==> src/hdl/ple_pkg.sv <==
// Package for the positional list engine.
// Holds the command and result word types, opcodes, status codes and the
// per-cycle control word that the controller broadcasts to the cell row.
package ple_pkg;

	typedef enum logic [2:0] {
		OP_INS_END   = 3'd0,
		OP_INS_FRONT = 3'd1,
		OP_INS_POS   = 3'd2,
		OP_DUMP      = 3'd3,
		OP_UPDATE    = 3'd4,
		OP_DEL_FRONT = 3'd5,
		OP_DEL_END   = 3'd6,
		OP_DEL_POS   = 3'd7
	} opcode_t;

	typedef enum logic [1:0] {
		ST_OK      = 2'd0,
		ST_INVALID = 2'd1,
		ST_FULL    = 2'd2
	} status_t;

	// Command word
	typedef struct packed {
		opcode_t            opcode;
		logic [7:0]         position;
		logic signed [31:0] value;
	} cmd_word_t;

	// Result word
	typedef struct packed {
		status_t            status;
		logic               entry_valid;
		logic [4:0]         entry_index;
		logic signed [31:0] entry_value;
		logic               last;
	} rsp_word_t;

	// Row-wide control, same for every cell in a given cycle
	typedef struct packed {
		logic ins;        // open a hole at the index, write there
		logic del;        // close the entry at the index
		logic upd;        // overwrite the entry at the index
		logic dump_load;  // snapshot values into the dump chain
		logic dump_shift; // move the dump chain one step to the front
	} cell_ctl_t;

endpackage

==> src/hdl/ple_cell.sv <==
// One slot of the list row: a value register and a dump register.
// Depends on ple_pkg for the row control word.
module ple_cell
	import ple_pkg::*;
#(
	parameter int POS         = 0,
	parameter int IW          = 5,
	parameter int VALUE_WIDTH = 32
) (
	input  logic                   clk,
	input  cell_ctl_t              ctl,
	input  logic [IW-1:0]          idx,
	input  logic [VALUE_WIDTH-1:0] wdata,
	input  logic [VALUE_WIDTH-1:0] left_val,
	input  logic [VALUE_WIDTH-1:0] right_val,
	input  logic [VALUE_WIDTH-1:0] right_dump,
	output logic [VALUE_WIDTH-1:0] val_q,
	output logic [VALUE_WIDTH-1:0] dump_q
);

	localparam logic [IW-1:0] MyPos = IW'(POS);

	// Slot value: shift in from a neighbor or take the new word
	always_ff @(posedge clk) begin
		if (ctl.ins) begin
			if (MyPos > idx) begin
				val_q <= left_val;
			end else if (MyPos == idx) begin
				val_q <= wdata;
			end
		end else if (ctl.del) begin
			if (MyPos >= idx) begin
				val_q <= right_val;
			end
		end else if (ctl.upd && MyPos == idx) begin
			val_q <= wdata;
		end
	end

	// Dump chain: snapshot, then move toward the front one slot per cycle
	always_ff @(posedge clk) begin
		if (ctl.dump_load) begin
			dump_q <= val_q;
		end else if (ctl.dump_shift) begin
			dump_q <= right_dump;
		end
	end

endmodule

==> config.mk <==
export PLATFORM = sky130hd
export DESIGN_NAME = ple_cell
export DESIGN_NICKNAME = d
export VERILOG_FILES = /design/src/hdl/ple_pkg.sv /design/src/hdl/ple_cell.sv
export SDC_FILE = /design/constraint.sdc
export NUM_CORES = 1
export LEC_CHECK = 0
export BUFFER_PORTS_ARGS = -buffer_cell sky130_fd_sc_hd__buf_2
export CAP_MARGIN = 20
export CORE_ASPECT_RATIO = 2
export CORE_MARGIN = 2
export CORE_UTILIZATION = 40
export DETAILED_ROUTE_END_ITERATION = 8
export PLACE_DENSITY = 0.79
export SYNTH_ARGS = -nofsm -noshare
export SYNTH_HDL_FRONTEND = slang
export SYNTH_SLANG_ARGS = --single-unit
==> constraint.sdc <==
create_clock -name clk -period 4.7 [get_ports clk]
set_clock_uncertainty 0.05 [all_clocks]
set_input_delay 0.94 -clock clk [delete_from_list [all_inputs] [get_ports clk]]
set_output_delay 0.94 -clock clk [all_outputs]
set_load 0.01 [all_outputs]
# --- Word-level counts from Yosys, hierarchy flattened ---
# Cells that the tools add are included.
classes:
  order_cmp: 2
  n_eq_ne: 2
  muxes: 8
  reduce_logical: 5
op_table:
  columns: ["op", "n"]
  rows:
  - ["32-bit 2-to-1 mux", 8]
  - ["3-bit by 1-bit inequality test with 1-bit output, second input constant", 2]
  - ["1-bit by 5-bit greater-or-equal comparator with 1-bit output, first input constant", 1]
  - ["1-bit by 5-bit greater-than comparator with 1-bit output, first input constant", 1]
  - ["5-bit logical NOT", 1]
  - ["3-bit AND reduction", 1]
  - ["3-bit nonzero test", 1]
  - ["2-bit nonzero test", 1]
  - ["1-bit logical AND", 1]
totals:
  reg_bits: 64
  input_bits: 139
  elab_cells: 19

# --- Logic depth before layout (Yosys ltp) ---
# Gate-level depths: netlist (run 1).
logic_depth:
  ltp_word: 5
  depth_mapped: 4

# --- Least setup slack after synthesis (run 1) ---
# No wires, ideal clock.
synth_path:
  path_kind: "input -> register"
  from: "input port idx[3]"
  to: "register val_q[0], enable pin"
  setup_ns: 0.461
  t_arrival_ns: 3.714
  path_slack_ns: 0.475
  cell_stages: 2
  path_cell_list: "or4_1 -> nor3_1"
synth_between:
  elab_chain_len: 4
  word_cells_on_any_way: 8
  classes_between: "2 x order compare; 2 x eq/ne; 4 x reduce/logical"
synth_rtl:
  columns: ["element", "line_no", "text"]
  rows:
  - ["start: declaration", "ple_cell.sv:12", "input logic [IW-1:0] idx,"]
  - ["branches (longest 3 deep; another with 1-bit by 5-bit greater-than comparator with 1-bit output)", null, null]
  - ["3-bit AND reduction (no line) *", null, null]
  - ["end signal: assignment", "ple_cell.sv:27", "val_q <= left_val;"]
  - ["end signal: assignment", "ple_cell.sv:29", "val_q <= wdata;"]
  - ["end signal: assignment", "ple_cell.sv:36", "val_q <= wdata;"]
  - ["end: declaration", "ple_cell.sv:17", "output logic [VALUE_WIDTH-1:0] val_q,"]
# Every way passes the cells marked *.
# A chain may end at the register's enable or synchronous reset.

# --- Worst setup path after layout (run 1) ---
layout_path:
  from: "input port ctl[1] (netlist name)"
  to: "register dump_q[0], enable pin"
layout_between:
  elab_chain_len: 1
layout_rtl:
  columns: ["element", "line_no", "text"]
  rows:
  - ["start: declaration", "ple_cell.sv:11", "input cell_ctl_t ctl,"]
  - ["2-bit nonzero test (no line)", null, null]
  - ["end signal: assignment", "ple_cell.sv:43", "dump_q <= val_q;"]
  - ["end signal: assignment", "ple_cell.sv:45", "dump_q <= right_dump;"]
  - ["end: declaration", "ple_cell.sv:18", "output logic [VALUE_WIDTH-1:0] dump_q"]
# No other way between the ends.

==> flow_results.org, run 1 <==
** Setup path
- STA classifies the critical path endpoint as a register.
- Number of buffers and inverters on the critical path :: 1
- Cell type group with the largest total delay on the critical path :: simple AND/OR/NAND/NOR gates
- Critical path data required time :: 4.60 ns
- Max incr delay on CP :: between 0.7 and 0.8 ns
- Of all nets on the critical path, the largest fanout is 33.
- Launching element type of the critical path :: primary input
- The setup path with the least slack is of type primary input to register.
- At the worst endpoint, the arrival time is 2.33 ns.
- The signal on the critical path passes through buf_2 > or2_2.
- Worst-path cell with the longest stage delay :: sky130_fd_sc_hd__or2_2

** Detailed routing
- Before antenna repair, the detailed router went through 4 iterations.
- The detailed router finished its first iteration with 34 violations.
- Wires add up to between 6 and 7 mm.
- Vias :: 1,954
- Remaining routing DRC violations :: 0
- Vias per cell :: 4.75
- Wire per inst :: ~16 um
- Remaining antenna violation count after routing :: 0

** Floorplan
- Die Outline Area :: 7880 um^2
- The core region is 6940 um^2.
- In this run the core area contains 43 standard-cell rows.
- Die boundary width :: 63.8 um
- Effective utilization at floorplan :: 0.412
- I/O pin count :: 203
- The die is between 100 and 150 um tall.

** GRT
- Global routing finished with a remaining overflow of 0.
- Number of antenna violations at the first check in global routing :: 0
- Entering global routing, the biggest net connects 34 pins.
- Via count of the first global-routing pass :: 2,049
- Global-route wire length before repair :: 9.78 mm
- Global routing usage summed across all routing layers :: 0.174

** STA
- Subtracting the final worst setup slack from the clock period gives 2.43 ns.
- RSZ-0062 raised after global routing :: false
- At the pin with the least slew margin, the transition time is about 0.80 ns.
- The number of endpoints with negative hold slack in the final report is 0.
- Max-slew violations :: 0
- Max-slew headroom at the worst pin :: 0.464
- Sum of negative setup slack :: 0 ns
- Setup violations remaining at the end of the flow were counted as 0.
- Of the available clock period, the critical path in the final layout requires 0.518.
- Timing would allow up to a little over 400 MHz.
- The worst path meets setup with 2.27 ns of slack.

** Cells and area
- Post-Route Utilization :: 0.586
- Total Nets Final :: around 460
- Relative area change from synthesis to final layout :: 42.4%
- Number of fill cells :: 556
- Layout cells sized above 1 :: 0.785
- 0 antenna diodes ended up in the layout.
- Final instance count without filler cells :: 411

** Outcome
- Run status :: finished clean

** Synth
- The synthesized design contains 64 register bits.
- During synthesis, Yosys emitted a total of 0 warnings.
- The synthesized netlist occupies a cell area of approximately 2900 um^2.
- Avg Synthesized Cell Area :: 20.3 um^2
- Part of the Yosys area used for sequential elements :: 0.673
- Synth cell types :: 9
- Synthesized netlist net count :: 280
- Synthesized instance count :: 141

** CTS
- TritonCTS built the clock tree.
- In this run, post-CTS repair resized a total of 0 instances.
- Master cell of the clock root buffer :: sky130_fd_sc_hd__clkbuf_16
- Clock sink count :: 64
- The H-tree generated during clock tree synthesis spans 3 levels.
- Number of buffers on the longest clock path :: 2
- The number of hold buffers added after CTS was 0.
- CTS Buf Count :: 9
- Post-CTS Repair Setup Buffers :: 0
- Clock network latency to the later pin of the worst-skew pair :: 0.32 ns
- Clock slew seen by the registers of the worst setup and hold paths :: 0.05 ns

** Placement
- After legalization and detailed placement, the total HPWL measured 5.10 mm.
- Port bufs :: 170
- Last weighted congestion value of the routability-driven placer :: 0.816
- At the placement stage, the worst setup path has a slack of about 1.9 ns.
- Once placement completed, the tool counted placed cells totaling 394.

** Pwr
- Post-layout total power :: 1460 uW
- Cell internal power dissipation :: 1170 uW
- Switching portion of total power :: 0.202
- Logic pwr share :: 0.114
- Clk network pwr share :: 0.428
- IR analysis of the VDD net gives a maximum drop of 0.279 mV.
- Of the total power, registers draw 0.458.
- Power per cell area :: 360 nW/um^2
- In this run the static leakage power is 0.00181 uW.
- The analysis attributes to net switching a power of 296 uW.

** Min path
- Worst hold-check path type :: register to register

** Run
- Max-cap violations in this run came to 0.
==> metal layers <==
layer | GRT usage | up-vias | share of wire
li1 | - | 905 | -
met1 | 0.179 | 906 | 0.36
met2 | 0.301 | 124 | 0.53
met3 | 0.0391 | 19 | 0.071
met4 | 0.139 | 0 | 0.047
met5 | 0 | - | 0
==> final cells by class <==
| class | instances | area, um^2 | area share |
|---|---|---|---|
| clock inverters | 4 | 45.0 | 0.0111 |
| repair buffers | 172 | 878 | 0.216 |
| multi-input cells | 69 | 876 | 0.215 |
| clock buffers | 12 | 236 | 0.0581 |
| well taps | 90 | 113 | 0.0277 |
| flip-flops and latches | 64 | 1920 | 0.472 |
==> power groups by stage <==
stage | clock (uW) | sequential [uW] | combinational [uW]
after detailed placement | 0 | 683 | 167
after global routing | 660 | 674 | 179
after floorplan | 0 | 697 | 73.8
after CTS | 643 | 672 | 167
after global placement | 0 | 682 | 162
final | 627 | 671 | 167
==> flip-flops by register name, summed over array words and instances (netlist names) <==
register and count:
dump_q 32, val_q 32
==> cell families after synthesis <==
kind of cell,share of synthesized area
DFF,0.673
muxes,0.292
buffers and inverters,0.0228
and+or+nand+nor,0.0131
==> Yosys cell counts <==
cell,n,share of area
sky130_fd_sc_hd__buf_2,4,0.0070
sky130_fd_sc_hd__buf_6,4,0.016
sky130_fd_sc_hd__nor2b_4,1,0.0048
sky130_fd_sc_hd__or4_1,1,0.0026
sky130_fd_sc_hd__mux2_2,34,0.13
sky130_fd_sc_hd__or2_2,1,0.0022
sky130_fd_sc_hd__mux2_4,30,0.16
sky130_fd_sc_hd__edfxtp_1,64,0.67
sky130_fd_sc_hd__nor3_1,2,0.0035
==> final timing paths <==
check                               start  slack (ns)    endpoint  cells after the start
worst max-delay path               ctl[1]        2.27   dump_q[0]                      2
worst min register to register  val_q[22]        0.53  dump_q[22]                      1
worst max register to register  val_q[10]        3.70  dump_q[10]                      1
worst min-delay path            val_q[22]        0.53  dump_q[22]                      1
==> through the flow <==
step / area, um^2 / hold WS [ns]
floorplan: 2860 / 0.576
global placement: 3770 / 0.502
detailed placement: 3770 / 0.509
CTS: 4050 / 0.531
global route: 4070 / 0.555
finish: 4070 / 0.530
==> cell usage in the layout (no fill, tap or decap), drive strengths merged <==
master	instances
bufinv	1
mux2	64
nor3	2
clkbuf	12
or4	1
clkinv	3
nor2b	1
buf	172
edfxtp	64
or2	1
No activity file was read; power rests on OpenSTA's default activity.
==> inputs of run 2 (changes only) <==
Clock period 4.7 ns to 2.36 ns, I/O delays scaled along.
==> flow_results.org, run 2 (synthesis gave the netlist of run 1 again) <==
** Floorplan
- I/O pin count :: 203 (unchanged)
- The overall die height is 124 um (unchanged).
- Die Outline Area :: 7880 um^2 (unchanged)
- The horizontal die dimension came to 63.8 um (unchanged).
- Area of the core :: 6940 um^2 (unchanged)
- Effective utilization at floorplan :: 0.412 (unchanged)
- Number of rows created at floorplan :: 43 (unchanged)

** Setup path
- STA classifies the critical path endpoint as a register.
- Startpoint of the worst setup timing path :: idx[3]
- The setup path with the least slack is of type primary input to register.
- The slowest stage of the critical path belongs to the cell sky130_fd_sc_hd__or4_1.
- The signal on the critical path passes through buf_2 > or4_1 > nor3_4 > buf_12.
- Startpoint of the worst-slack reg-to-reg timing path :: val_q[28]
- WP data arrival :: 1.60 ns (-0.73 ns)
- Max incr delay on CP :: 0.57 ns (-0.18 ns)
- Critical path peak fanout :: 32 (-3.0%)
- STA classifies the critical path startpoint as a primary input.
- Critical path data required time :: 2.32 ns (-2.28 ns)

** Placement
- The count of buffers inserted at the top-level ports came to 170 (unchanged).
- The instance count after placement with tap cells included is 397 (+0.76%).
- Post-detailed-placement half-perimeter wirelength :: 4.87 mm (-4.5%)
- Last weighted congestion value of the routability-driven placer :: 0.852 (+4.3%)

** Min path
- The min-delay analysis places its worst path in the category primary input to register.
- Worst min-delay path startpoint :: wdata[3]

** Cells and area
- Relative area change from synthesis to final layout :: 41.9%
- Final instance count without filler cells :: 411 (unchanged)
- Number of diodes :: 0 (unchanged)
- The largest registers in the layout are dump_q (32), val_q (32).
- Most frequent standard cell in the layout excluding fill and tap cells :: sky130_fd_sc_hd__buf_2
- Leading cell types in the layout, fill and taps excluded :: sky130_fd_sc_hd__buf_2, sky130_fd_sc_hd__edfxtp_1, sky130_fd_sc_hd__mux2_2
- The ratio of cells with drive above 1 in the final layout came to 0.782 (-0.00312).
- Total Nets Final :: 457 (+0.44%)
- The final core utilization was 0.584 (-0.00216).

** CTS
- The latest clock arrival within the worst-skew pair was 0.32 ns (about the same).
- Master cell of the clock root buffer :: sky130_fd_sc_hd__clkbuf_16
- Clock slew seen by the registers of the worst setup and hold paths :: 0.05 ns (about the same)
- The number of sinks on the clock net was 64 (unchanged).
- CTS tree :: yes
- The number of setup buffers added after CTS was 0 (unchanged).
- Number of buffers on the longest clock path :: 2 (unchanged)
- The number of instances resized during post-cts repair is 0 (unchanged).
- Post-CTS Hold Buffers :: 0 (unchanged)
- The CTS H-tree depth was 3 (unchanged).
- The TritonCTS buffer count came to 9 (unchanged).

** Run
- The number of max-cap violations was 0 (unchanged).

** Detailed routing
- Remaining routing DRC violations :: 0 (unchanged)
- The average wire length per cell after detail routing is 15.4 um (-4.1%).
- The number of DRC markers after the initial detailed-route iteration was 72 (+110%).
- Remaining antenna violation count after routing :: 0 (unchanged)
- Routed wire length :: 6.34 mm (-4.1%)
- The number of vias per cell after detailed routing came to 4.68 (-1.6%).
- The number of detailed-routing iterations run before antenna repair is 4 (unchanged).
- The total via count in the routed design came to 1,922 (-1.6%).

** STA
- Transition time at the pin with the least slew margin :: 0.797 ns (-0.00724 ns)
- Max-slew violations :: 0 (unchanged)
- After layout, the minimum clock period comes to roughly 1.6 ns.
- The relative slew slack came to 0.469 (+0.00483).
- Based on the critical path, the design can be clocked at up to 611 MHz.
- The number of failing setup endpoints in the final timing report was 0 (unchanged).
- The number of endpoints with negative hold slack in the final report is 0 (unchanged).
- Sum of negative setup slack :: 0 ns (unchanged)
- RSZ-0062 raised after global routing :: false
- Fraction of the cycle the final worst path needs :: 0.693
- The tightest hold margin is 0.399 ns (-0.131 ns).

** GRT
- Met2 Track Usage GR :: 0.297 (-0.00395)
- Number of antenna violations at the first check in global routing :: 0 (unchanged)
- The maximum number of pins on one net before global-route repair came to 33 (-2.9%).
- The number of global-route vias before repair came to 2,054 (+0.24%).
- Met3 global-route usage :: 0.0601 (+0.0209)
- GRT Residual Overflow :: 0 (unchanged)
- Global-route wire length before repair :: 9.43 mm (-3.6%)
- Highest-utilization routing layer at the global route stage :: met2
- Met1 capacity usage during global routing :: 0.161 (-0.0178)
- Global routing usage summed across all routing layers :: 0.165 (-0.00921)

** Pwr
- Pleak :: 0.00180 uW (-0.48%)
- The power per cell area was 684 nW/um^2 (+90%).
- The worst vdd rail ir drop was 0.365 mV (+31%).

** Outcome
- The flow ran to the end, and the final reports show no timing, DRC or antenna violations.
==> run 2: cell types whose count changed in the layout (fill, tap and decap cells not counted), sizes merged <==
cell,change
clkinv,-1
bufinv,-1
buf,+2
==> run 2: path summary, 6_finish.rpt <==
path	endpoint	cells past startpoint	slack [ns]
worst min register to register	dump_q[5]	1	0.52
worst max register to register	dump_q[28]	1	1.38
worst min-delay path	val_q[3]	2	0.40
worst max-delay path	val_q[17]	4	0.72
==> run 2: routing by layer <==
layer | part of all wire | wire length (um)
met5 | 0 | 0
met2 | 0.55 | 3460
met3 | 0.085 | 541
met4 | 0.021 | 132
met1 | 0.35 | 2210
==> run 2: critical path, delay by kind of cell <==
kind                   cells  cell delay, ns
and+or+nand+nor            2            0.79
buffers and inverters      2            0.33
==> run 2: final cells by class <==
type / instances / area, um^2
fillers: 571 / 2890
clock buffers: 12 / 236
clock inverters: 2 / 8.76
multi-input cells: 69 / 882
repair buffers: 174 / 893
well taps: 90 / 113
flip-flops and latches: 64 / 1920
==> run 2: metrics by stage <==
stage	power, uW	cell area [um^2]	setup slack, ns
global placement	1680	3810	0.402
CTS	2810	4060	0.725
detailed placement	1700	3810	0.387
finish	2770	4060	0.724
floorplan	1540	2870	0.00692
global route	2880	4060	0.686
==> run 2: where the power goes <==
| part | total (uW) | switching (uW) | internal, uW |
|---|---|---|---|
| combinational | 331 | 135 | 196 |
| sequential | 1340 | 14.2 | 1320 |
| clock | 1110 | 416 | 692 |
| total | 2770 | 565 | 2210 |
