$ cat config.mk
export PLATFORM = sky130hd
export DESIGN_NAME = ple_ctrl
export DESIGN_NICKNAME = d
export VERILOG_FILES = /design/src/hdl/ple_pkg.sv /design/src/hdl/ple_ctrl.sv
export SDC_FILE = /design/constraint.sdc
export NUM_CORES = 1
export LEC_CHECK = 0
export ABC_AREA = 1
export BUFFER_PORTS_ARGS = -buffer_cell sky130_fd_sc_hd__buf_2
export CAP_MARGIN = 15
export CORE_ASPECT_RATIO = 0.7
export CORE_MARGIN = 10
export CORE_UTILIZATION = 48
export CTS_BUF_LIST = sky130_fd_sc_hd__clkbuf_2 sky130_fd_sc_hd__clkbuf_4 sky130_fd_sc_hd__clkbuf_8
export CTS_CLUSTER_DIAMETER = 80
export CTS_CLUSTER_SIZE = 10
export DETAILED_ROUTE_END_ITERATION = 10
export MAX_ROUTING_LAYER = met4
export PLACE_DENSITY = 0.83
export SYNTH_ARGS = -nofsm -noshare
export SYNTH_HDL_FRONTEND = slang
export SYNTH_SLANG_ARGS = --single-unit
$ cat constraint.sdc
create_clock -name clk -period 2.7 [get_ports clk]
set_input_delay 0.54 -clock clk [delete_from_list [all_inputs] [get_ports clk]]
set_output_delay 0.54 -clock clk [all_outputs]
set_load 0.05 [all_outputs]
$ cat src/hdl/ple_pkg.sv
// Package for the positional list engine.
// Holds the command and result word types, opcodes, status codes and the
// per-cycle control word that the controller broadcasts to the cell row.
package ple_pkg;

	typedef enum logic [2:0] {
		OP_INS_END   = 3'd0,
		OP_INS_FRONT = 3'd1,
		OP_INS_POS   = 3'd2,
		OP_DUMP      = 3'd3,
		OP_UPDATE    = 3'd4,
		OP_DEL_FRONT = 3'd5,
		OP_DEL_END   = 3'd6,
		OP_DEL_POS   = 3'd7
	} opcode_t;

	typedef enum logic [1:0] {
		ST_OK      = 2'd0,
		ST_INVALID = 2'd1,
		ST_FULL    = 2'd2
	} status_t;

	// Command word
	typedef struct packed {
		opcode_t            opcode;
		logic [7:0]         position;
		logic signed [31:0] value;
	} cmd_word_t;

	// Result word
	typedef struct packed {
		status_t            status;
		logic               entry_valid;
		logic [4:0]         entry_index;
		logic signed [31:0] entry_value;
		logic               last;
	} rsp_word_t;

	// Row-wide control, same for every cell in a given cycle
	typedef struct packed {
		logic ins;        // open a hole at the index, write there
		logic del;        // close the entry at the index
		logic upd;        // overwrite the entry at the index
		logic dump_load;  // snapshot values into the dump chain
		logic dump_shift; // move the dump chain one step to the front
	} cell_ctl_t;

endpackage

$ cat src/hdl/ple_ctrl.sv
// Controller: decodes commands, keeps the length, sequences dumps and
// registers the result word. Depends on ple_pkg.
module ple_ctrl
	import ple_pkg::*;
#(
	parameter int CAPACITY    = 32,
	parameter int VALUE_WIDTH = 32
) (
	input  logic                                  clk,
	input  logic                                  arst_n,
	input  logic                                  start,
	input  cmd_word_t                             cmd,
	input  logic [VALUE_WIDTH-1:0]                front_dump,
	output logic                                  busy,
	output cell_ctl_t                             ctl,
	output logic [$clog2(CAPACITY)-1:0]           idx,
	output logic [VALUE_WIDTH-1:0]                wdata,
	output rsp_word_t                             result,
	output logic                                  result_strobe
);

	localparam int IW = $clog2(CAPACITY);
	localparam int LW = $clog2(CAPACITY + 1);
	localparam int CW = ((LW > 8) ? LW : 8) + 1;

	logic [LW-1:0] length_q;
	logic          dumping_q;
	logic [IW-1:0] cnt_q;
	rsp_word_t     result_q;
	logic          strobe_q;

	logic          accept;
	logic [CW-1:0] pos_w;
	logic [CW-1:0] len_w;
	logic          pos_nz;
	logic          pos_in_list;
	logic          pos_in_ins;
	logic          full;
	logic          empty;
	status_t       st;
	logic          op_ins;
	logic          op_del;
	logic          op_upd;
	logic          dump_last;
	logic [4:0]    dump_index;
	logic [31:0]   dump_value;

	assign accept = start && !dumping_q;
	assign busy   = dumping_q;

	// Position range checks
	assign pos_w       = CW'(cmd.position);
	assign len_w       = CW'(length_q);
	assign pos_nz      = (cmd.position != 8'd0);
	assign pos_in_list = pos_nz && (pos_w <= len_w);
	assign pos_in_ins  = pos_nz && (pos_w <= len_w + CW'(1));
	assign full        = (length_q == LW'(CAPACITY));
	assign empty       = (length_q == '0);

	// Command decode: status, target index, kind of row move
	always_comb begin
		st     = ST_OK;
		idx    = '0;
		op_ins = 1'b0;
		op_del = 1'b0;
		op_upd = 1'b0;
		case (cmd.opcode)
			OP_INS_END: begin
				op_ins = 1'b1;
				idx    = IW'(length_q);
				st     = full ? ST_FULL : ST_OK;
			end
			OP_INS_FRONT: begin
				op_ins = 1'b1;
				st     = full ? ST_FULL : ST_OK;
			end
			OP_INS_POS: begin
				op_ins = 1'b1;
				idx    = IW'(cmd.position - 8'd1);
				if (!pos_in_ins) begin
					st = ST_INVALID;
				end else if (full) begin
					st = ST_FULL;
				end
			end
			OP_UPDATE: begin
				op_upd = 1'b1;
				idx    = IW'(cmd.position - 8'd1);
				st     = pos_in_list ? ST_OK : ST_INVALID;
			end
			OP_DEL_FRONT: begin
				op_del = 1'b1;
				st     = empty ? ST_INVALID : ST_OK;
			end
			OP_DEL_END: begin
				op_del = 1'b1;
				idx    = IW'(length_q - LW'(1));
				st     = empty ? ST_INVALID : ST_OK;
			end
			OP_DEL_POS: begin
				op_del = 1'b1;
				idx    = IW'(cmd.position - 8'd1);
				st     = pos_in_list ? ST_OK : ST_INVALID;
			end
			OP_DUMP: begin
				st = empty ? ST_INVALID : ST_OK;
			end
			default: begin
				st = ST_INVALID;
			end
		endcase
	end

	// Row control for this cycle
	always_comb begin
		ctl            = '0;
		ctl.ins        = accept && op_ins && (st == ST_OK);
		ctl.del        = accept && op_del && (st == ST_OK);
		ctl.upd        = accept && op_upd && (st == ST_OK);
		ctl.dump_load  = accept && (cmd.opcode == OP_DUMP) && !empty;
		ctl.dump_shift = dumping_q;
	end

	// New word: sign-extend or truncate to the slot width
	for (genvar b = 0; b < VALUE_WIDTH; b++) begin : g_wdata
		if (b < 32) begin : g_lo
			assign wdata[b] = cmd.value[b];
		end else begin : g_hi
			assign wdata[b] = cmd.value[31];
		end
	end

	// Dumped entry: low 32 bits of the slot, zero-filled if narrower
	for (genvar b = 0; b < 32; b++) begin : g_dval
		if (b < VALUE_WIDTH) begin : g_lo
			assign dump_value[b] = front_dump[b];
		end else begin : g_hi
			assign dump_value[b] = 1'b0;
		end
	end

	for (genvar b = 0; b < 5; b++) begin : g_didx
		if (b < IW) begin : g_lo
			assign dump_index[b] = cnt_q[b];
		end else begin : g_hi
			assign dump_index[b] = 1'b0;
		end
	end

	assign dump_last = ((LW'(cnt_q) + LW'(1)) == length_q);

	// Length and dump sequencing
	always_ff @(posedge clk or negedge arst_n) begin
		if (!arst_n) begin
			length_q  <= '0;
			dumping_q <= 1'b0;
			cnt_q     <= '0;
			strobe_q  <= 1'b0;
		end else begin
			// one word per dump step, or one status word per plain command
			strobe_q <= dumping_q || (accept && !ctl.dump_load);
			if (dumping_q) begin
				cnt_q <= cnt_q + IW'(1);
				if (dump_last) begin
					dumping_q <= 1'b0;
				end
			end else if (accept) begin
				if (ctl.dump_load) begin
					dumping_q <= 1'b1;
					cnt_q     <= '0;
				end
				if (ctl.ins) begin
					length_q <= length_q + LW'(1);
				end else if (ctl.del) begin
					length_q <= length_q - LW'(1);
				end
			end
		end
	end

	// Result word register
	always_ff @(posedge clk) begin
		if (dumping_q) begin
			result_q.status      <= ST_OK;
			result_q.entry_valid <= 1'b1;
			result_q.entry_index <= dump_index;
			result_q.entry_value <= dump_value;
			result_q.last        <= dump_last;
		end else if (accept) begin
			result_q.status      <= st;
			result_q.entry_valid <= 1'b0;
			result_q.entry_index <= '0;
			result_q.entry_value <= '0;
			result_q.last        <= 1'b1;
		end
	end

	assign result        = result_q;
	assign result_strobe = strobe_q;

endmodule

-- Yosys cells after proc, flatten, opt, wreduce, memory -nomap -nowiden
Index checks and enable logic that the tools add are counted.
- add/sub/neg operators: 6
- $lt $le $gt $ge: 2
- eq/ne operators: 9
- muxes and demuxes: 20
- bitwise gates (word level): 1
- reduce and logical (&&, ||, !) cells: 31
- operators with widths (kind ; number):
    $mux 38 ; 2
    $mux 5 ; 3
    $pmux 5 s3 ; 1
    $eq 3x3->1 const B ; 4
    $logic_and 1x1->1 ; 12
    $mux 6 ; 2
    $reduce_or 3->1 ; 4
    $mux 1 ; 9
    $le 8x6->1 ; 1
    $le 8x7->1 ; 1
    $pmux 2 s4 ; 1
    $reduce_bool 8->1 ; 1
    $add 6x1->7 const B ; 1
    $add 5x1->6 const B ; 1
    $add 6x1->6 const B ; 1
    $eq 3x2->1 const B ; 2
    $eq 6x6->1 ; 1
    $eq 6x6->1 const B ; 1
    $logic_not 6->1 ; 1
    $reduce_bool 2->1 ; 3
    $sub 6x1->6 const B ; 1
    $add 5x1->5 const B ; 1
    $sub 5x1->5 const B ; 1
    $mux 2 ; 2
    other kinds (9) ; 12
- register bits after elaboration: 54
- input bits: 78

-- Depth between registers and ports, before layout
Gate-level depths: netlist of the first run.
- word-level depth: 9
- depth in mapped cells: 20

-- Worst setup path before layout of the first run
No wires, ideal clock.
- path kind: reg2out
- start: reg length_q[3]
- end: out ctl[2] in the netlist's numbering
- arrival: 2.928 ns
- data required time: 2.160 ns
- setup slack: -0.768 ns
- cell stages (with the launch flop): 14
- path through: dfrtp_1 -> buf_2 -> inv_1 -> nor3_1 -> xor2_1 -> ha_1 -> nand2_1 -> nor3_1 -> nand4_1 -> nand2_1 -> nand2_2 -> a21oi_2 -> nand3_1 -> nor3_1
- RTL lines (what ; line ; RTL):
    start, declared ; ple_ctrl.sv:26 ; logic [LW-1:0] length_q;
    start signal, assigned ; ple_ctrl.sv:173 ; length_q <= length_q + LW'(1);
    start signal, assigned ; ple_ctrl.sv:175 ; length_q <= length_q - LW'(1);
    end, declared ; ple_ctrl.sv:15 ; output cell_ctl_t ctl,

==> flow_metrics.py, run 1 <==
metrics = {
    "run_status": {
        "status": "complete, but fails checks",
        "violations": "negative setup slack",
    },
    "synthesis": {
        "yosysTopAreaCell": "edfxtp_1",
        "synth_top_area_share_pct": 33.47,
        "ys.warnings.count": 0,
        "synth_seq_cells": 54,
        "synth_area_leaders": "edfxtp_1 33%, nand2_1 11%, dfrtp_1 9.5%",
        "synthFlopType": "edfxtp_1",
        "syn_inst": 395,
        "yosysMostFrequentCell": "nand2_1",
        "async_reset_ff_share_pct": 24.07,
        "synth_area_um2": 3410,
        "syn_area_per_cell_um2": 8.632,
        "synth_common_cells": "98 x nand2_1, 72 x inv_1, 38 x edfxtp_1, 33 x buf_4",
        "syn_nets": 491,
        "ys_seq_area_share_pct": 44.77,
        "synth.distinct_cells": 40,
        "synth_edf_count": 38,
    },
    "route": {
        "antenna_left": 0,
        "wirelength_um": 9270,
        "num_vias": 2878,
        "drtIter0Drc": 173,
        "routed.top_layer": "met4",
        "drt-met1-wl_um": 3850,
        "drt_pre_antenna_iters": 5,
        "post-route-drc-count": 0,
        "dr_wl_met3_um": 811,
        "avgRoutedWirePerCell_um": 15.85,
        "via_per_inst": 4.920,
        "wl_met2_um": 4372,
    },
    "clocking": {
        "cts_num_sinks": 54,
        "clk_latency_ns": 0.30,
        "clk_pin_slew_ns": 0.10,
        "tritoncts": "built",
        "cts_buffers": 5,
        "cts_max_level": 2,
        "cts_buffer_depth": 2,
        "root_buffer": "clkbuf_8",
    },
    "timing": {
        "rsz0062_at_grt": "yes",
        "fin_crit_sh_pct": 120.0,
        "layout_setup_ws_ns": -0.5389,
        "slew_headroom_pct": 67.06,
        "skew_ns": 0.01078,
        "hold_viol": 0,
        "slew_viol_final": 0,
        "finalSetupTns_ns": -1.625,
        "max_freq_ghz": 0.3087,
        "tightest_slew_ns": 0.4903,
        "setup_viol": 8,
        "layout_min_cycle_time_ns": 3.239,
    },
    "die": {
        "dieWidth_um": 120.7,
        "die_height_um": 90.52,
        "fp-row-count": 25,
        "ios": 163,
        "core_area_um2": 6819,
        "start_util_pct": 50.00,
        "die_area_um2": 10930,
    },
    "final_layout": {
        "multi_input_area_um2": 1441,
        "fin_nets": 586,
        "seqCellArea_um2": 1529,
        "fillers": 582,
        "n_antenna_cell": 0,
        "drive_above_1_share_pct": 36.66,
        "syn_to_final_growth_pct": 25.17,
    },
    "global_routing": {
        "grt_first_pass_wirelength_um": 14770,
        "grt.overflow.total": 0,
        "grt_pass1_vias": 2886,
        "grt_max_degree": 44,
        "grt_use_total_pct": 16.97,
        "antenna_found_initial": 0,
    },
    "setup_path": {
        "cp_slowest_cell": "dfrtp_2",
        "required_ns": 2.16,
        "end_kind": "output port",
        "crit_chain": "ha_4 > nand2_2 > nor2_4 > xor2_1 > ha_1 > nand2_1 > nor3_2 > nand4_1 > nand2_1 > nand2_2 > a21oi_4 > nand3_4 > nor3_4 > buf_6",
        "crit_type": "reg2out",
        "cp_max_fo": 5,
        "arrival_ns": 2.70,
        "cpPeakStageDelay_ns": 0.47,
        "start_kind": "flop",
        "r2r_cells": 19,
        "ff2ff_setup_slack_ns": -0.08,
    },
    "placed_design": {
        "gp_congestion": 1.029,
        "io_buffer_count": 98,
        "dp_hpwl_um": 7551,
    },
    "pwr": {
        "power_leakage_nw": 2.303,
        "ir_worst_vdd_v": 0.0007366,
        "p_per_area_nw_per_um2": 1186,
        "finalPower_mw": 5.060,
    },
    "hold_path": {
        "hold_class": "in2async",
    },
    "run": {
        "maxCapViolCount": 0,
    },
}
[cell families (layout without fill, tap and decap cells)]
logic type | after synthesis | in the layout | share of synthesized area [%]
AND/OR/NAND/NOR | 166 | 166 | 22.39
buffers and inverters | 119 | 215 | 17.25
flip-flops | 54 | 54 | 44.77
AO/OA/AOI/OAI | 22 | 22 | 4.881
adder cells (fa/ha/maj) | 18 | 18 | 6.606
XOR/XNOR | 16 | 16 | 4.110
[path summary, 6_finish.rpt]
check	endpoint	from
worst max register to register	length_q[4]	length_q[0]
min in group clk	result[38]	result[38]
worst max-delay path	ctl[2]	length_q[0]
worst min register to register	result[38]	result[38]
worst min-delay path	cnt_q[3]	arst_n
max in group asynchronous	length_q[1]	arst_n
[per-stage QoR]
stage	instances	util (%)	hold WS, ns	setup slack [ns]	instance area [um^2]
final	585	62.59	0.1150	-0.5389	4268
after global routing	585	62.59	0.1111	-0.6831	4268
after CTS	583	61.32	0.1136	-0.4902	4182
after detailed placement	572	58.37	0.4474	-0.3342	3980
after global placement	572	58.37	0.4253	-0.2353	3980
after floorplan	395	-	0.2444	-0.1889	3455
[area by class of cell]
type	count	share of cell area [%]
well taps	94	2.756
inverters	76	6.772
flip-flops and latches	54	35.83
clock inverters	2	0.8795
multi-input cells	222	33.77
repair buffers	131	18.21
clock buffers	6	1.788
[where the power goes]
| part | total (mW) | switching (mW) | leakage (nW) | internal [mW] |
|---|---|---|---|---|
| combinational | 3.06 | 2.14 | 1.66 | 0.914 |
| clock | 0.545 | 0.258 | 0.0548 | 0.287 |
| sequential | 1.46 | 0.162 | 0.593 | 1.30 |
| total | 5.06 | 2.56 | 2.30 | 2.50 |
[worst max-delay path, delay by kind of cell, from the launching register on]
kind / cells / cell delay (ns)
flops: 1 / 0.47
buf+inv: 1 / 0.18
simple gates: 9 / 0.91
compound gates: 1 / 0.22
fa+ha+maj: 2 / 0.47
xor+xnor: 1 / 0.16
[layer usage]
layer  vias up  global-route usage (%)
met5         -                       -
met4         0                   5.711
met3        32                   4.685
met2       126                   26.23
met1      1311                   20.91
li1       1409                       -
[sequential cells by signal (all words and copies together) (netlist names)]
name	flops
cnt_q	5
length_q	6
result	41
result_strobe	1
busy	1
[repair_timing]
| action | 4_1_cts | 5_1_grt |
|---|---|---|
| buffers inserted | 3 | 2 |
| resized for setup | 13 | 13 |
| hold buffers | 0 | 0 |
| pin swaps | 6 | 11 |
| endpoints found under the setup margin | 3 | 9 |
[placed cells by master (no fill, tap or decap), drive strengths merged]
cell,instances
nor3,13
nand3,17
dfrtp,13
xor2,11
nand2,103
bufinv,1
nand4,9
xnor2,5
o22ai,2
o21bai,1
and3,1
o221ai,4
edfxtp,38
buf,131
o21ai,6
a211oi,1
a21oi,5
nor2,21
ha,18
clkinvlp,2
inv,75
or2,1
o211ai,1
a32o,1
dfxtp,3
clkbuf,6
a22oi,1
nor4,1
Power figures use the tool's default switching activity.
==> run 2: changes to the inputs <==
==> constraint.sdc (replaced) <==
create_clock -name clk -period 2.7 [get_ports clk]
set_input_delay 0.54 -clock clk [delete_from_list [all_inputs] [get_ports clk]]
set_output_delay 0.54 -clock clk [all_outputs]
set_load 0.01 [all_outputs]
==> run 2 against run 1 <==
  * The flow still finishes with violations (negative setup slack)
  * Hold slack got worse by 0.0069 ns
  * Combinational power shrank 33%
  * Clock-buffer cell count decreased by 1
  * Global-route usage shrank 0.88 points
  * Final cell count down 1.4%
  * Flip-flop and latch count did not move
  * Critical path depth rose by 1
  * Utilization down 3.0 points
==> flow_metrics.py, run 2 (same netlist as run 1, synthesis figures left out) <==
metrics = {
    "route": {
        "avgRoutedWirePerCell_um": 15.35,
        "via_per_inst": 4.832,
        "routed.top_layer": "met4",
        "post-route-drc-count": 0,
        "wl_met2_um": 4306,
        "wirelength_um": 8858,
        "drt_pre_antenna_iters": 4,
        "num_vias": 2788,
        "drt-met1-wl_um": 3648,
        "drtIter0Drc": 190,
        "antenna_left": 0,
        "dr_wl_met3_um": 655,
    },
    "die": {
        "die_height_um": 90.52,
        "ios": 163,
        "start_util_pct": 50.00,
        "dieWidth_um": 120.7,
        "die_area_um2": 10930,
        "fp-row-count": 25,
        "core_area_um2": 6819,
    },
    "placed_design": {
        "dpl_cell_area_um2": 3875,
        "gp_congestion": 0.9641,
        "place_ws_ns": -0.2717,
        "dp_hpwl_um": 7202,
        "io_buffer_count": 98,
    },
    "final_layout": {
        "n_antenna_cell": 0,
        "fin_nets": 578,
        "mostFrequentLayoutCells": "98 x buf_2, 96 x nand2_1, 72 x inv_1, 38 x edfxtp_1, 24 x buf_4",
        "fillers": 610,
        "syn_to_final_growth_pct": 19.16,
        "final_common_cell": "buf_2",
        "design_area_um2": 4063,
        "largest_reg_flops": 41,
        "drive_above_1_share_pct": 33.33,
    },
    "clocking": {
        "tritoncts": "built",
        "cts_num_sinks": 54,
        "clk_latency_ns": 0.30,
        "cts_buffer_depth": 2,
        "cts_max_level": 2,
        "cts_hold_buffers": 0,
        "cts_buffers": 5,
        "root_buffer": "clkbuf_8",
        "clk_pin_slew_ns": 0.10,
    },
    "setup_path": {
        "end_kind": "output port",
        "cp_max_fo": 3,
        "required_ns": 2.16,
        "start_kind": "flop",
        "arrival_ns": 2.62,
        "crit_type": "reg2out",
    },
    "hold_path": {
        "hold_class": "in2async",
    },
    "run_status": {
        "status": "complete, but fails checks",
        "violations": "negative setup slack",
    },
    "timing": {
        "slew_viol_final": 0,
        "tightest_slew_ns": 0.4856,
        "fin_crit_sh_pct": 116.9,
        "hold_viol": 0,
        "finalSetupTns_ns": -2.013,
        "setup_viol": 9,
        "slew_headroom_pct": 67.63,
        "rsz0062_at_grt": "yes",
        "max_freq_ghz": 0.3169,
        "skew_ns": 0.002367,
        "layout_min_cycle_time_ns": 3.155,
        "layout_setup_ws_ns": -0.4551,
    },
    "pwr": {
        "ir_worst_vdd_v": 0.0006895,
        "power_leakage_nw": 2.256,
        "finalPower_mw": 4.031,
        "p_per_area_nw_per_um2": 992.3,
    },
    "global_routing": {
        "grt_pass1_vias": 2789,
        "grt_first_pass_wirelength_um": 13960,
        "grt_max_degree": 44,
        "antenna_found_initial": 0,
        "grt.overflow.total": 0,
        "grt_use_total_pct": 16.10,
    },
    "run": {
        "maxCapViolCount": 0,
    },
}
## run 2: cell types whose count changed in the layout (fill, tap and decap cells not counted), sizes merged
cell	delta
inv	+2
clkinv	+1
clkbuf	-1
buf	-8
clkinvlp	-2
## run 2: routing by layer
layer | global-route usage (%) | vias to the layer above
met3 | 3.560 | 39
met2 | 25.82 | 114
met5 | - | -
met4 | 6.413 | 0
met1 | 19.21 | 1248
li1 | - | 1387
## run 2: repair_timing
item,4_1_cts,5_1_grt
endpoints found under the setup margin,9,10
pin swaps,3,0
setup buffers,2,2
cloned,0,0
resized for setup,8,2
hold endpoints to repair,0,0
## run 2: worst max-delay path: stages (launching register included)
cell and delay (ns):
dfrtp_1 0.42, ha_2 0.23, nand2_2 0.08, nor2_4 0.13, nand3_1 0.11, ha_1 0.29
inv_1 0.11, nor2_1 0.06, a21oi_2 0.17, nand2_1 0.07, nand2_1 0.08, nand2_2 0.06
a21oi_2 0.13, nand3_1 0.11, nor2_1 0.12, buf_2 0.15
## run 2: where the power goes
part / internal, mW / leakage [nW] / switching [mW]
Sequential: 1.29 / 0.595 / 0.141
Combinational: 0.796 / 1.60 / 1.25
Clock: 0.278 / 0.0585 / 0.273
Total: 2.37 / 2.26 / 1.66
## run 2: worst paths after layout
check / cells past startpoint / slack (ns) / end / start
max in group asynchronous: 1 / 2.36 / cnt_q[1] / arst_n
worst max register to register: 18 / -0.15 / length_q[0] / length_q[1]
worst max-delay path: 15 / -0.46 / ctl[3] / length_q[1]
worst min-delay path: 1 / 0.11 / length_q[4] / arst_n
min in group clk: 2 / 0.45 / result[38] / result[38]
worst min register to register: 2 / 0.45 / result[38] / result[38]
## run 2: layout make-up
class / count / area (um^2) / share of cell area [%]
Sequential cell: 54 / 1526 / 37.57
Clock inverter: 3 / 43.79 / 1.078
Timing Repair Buffer: 123 / 681.9 / 16.78
Tap cell: 94 / 117.6 / 2.895
Inverter: 76 / 285.3 / 7.022
Multi-Input combinational cell: 222 / 1339 / 32.95
Clock buffer: 5 / 68.82 / 1.694
## run 2: per-stage QoR
step                      instances  util [%]  hold slack, ns
after detailed placement        565     56.83          0.4361
final                           577     59.58          0.1081
after global placement          565     56.83          0.4309
after floorplan                 395         -          0.2444
after CTS                       575     59.19         0.09727
after global routing            577     59.58         0.09952
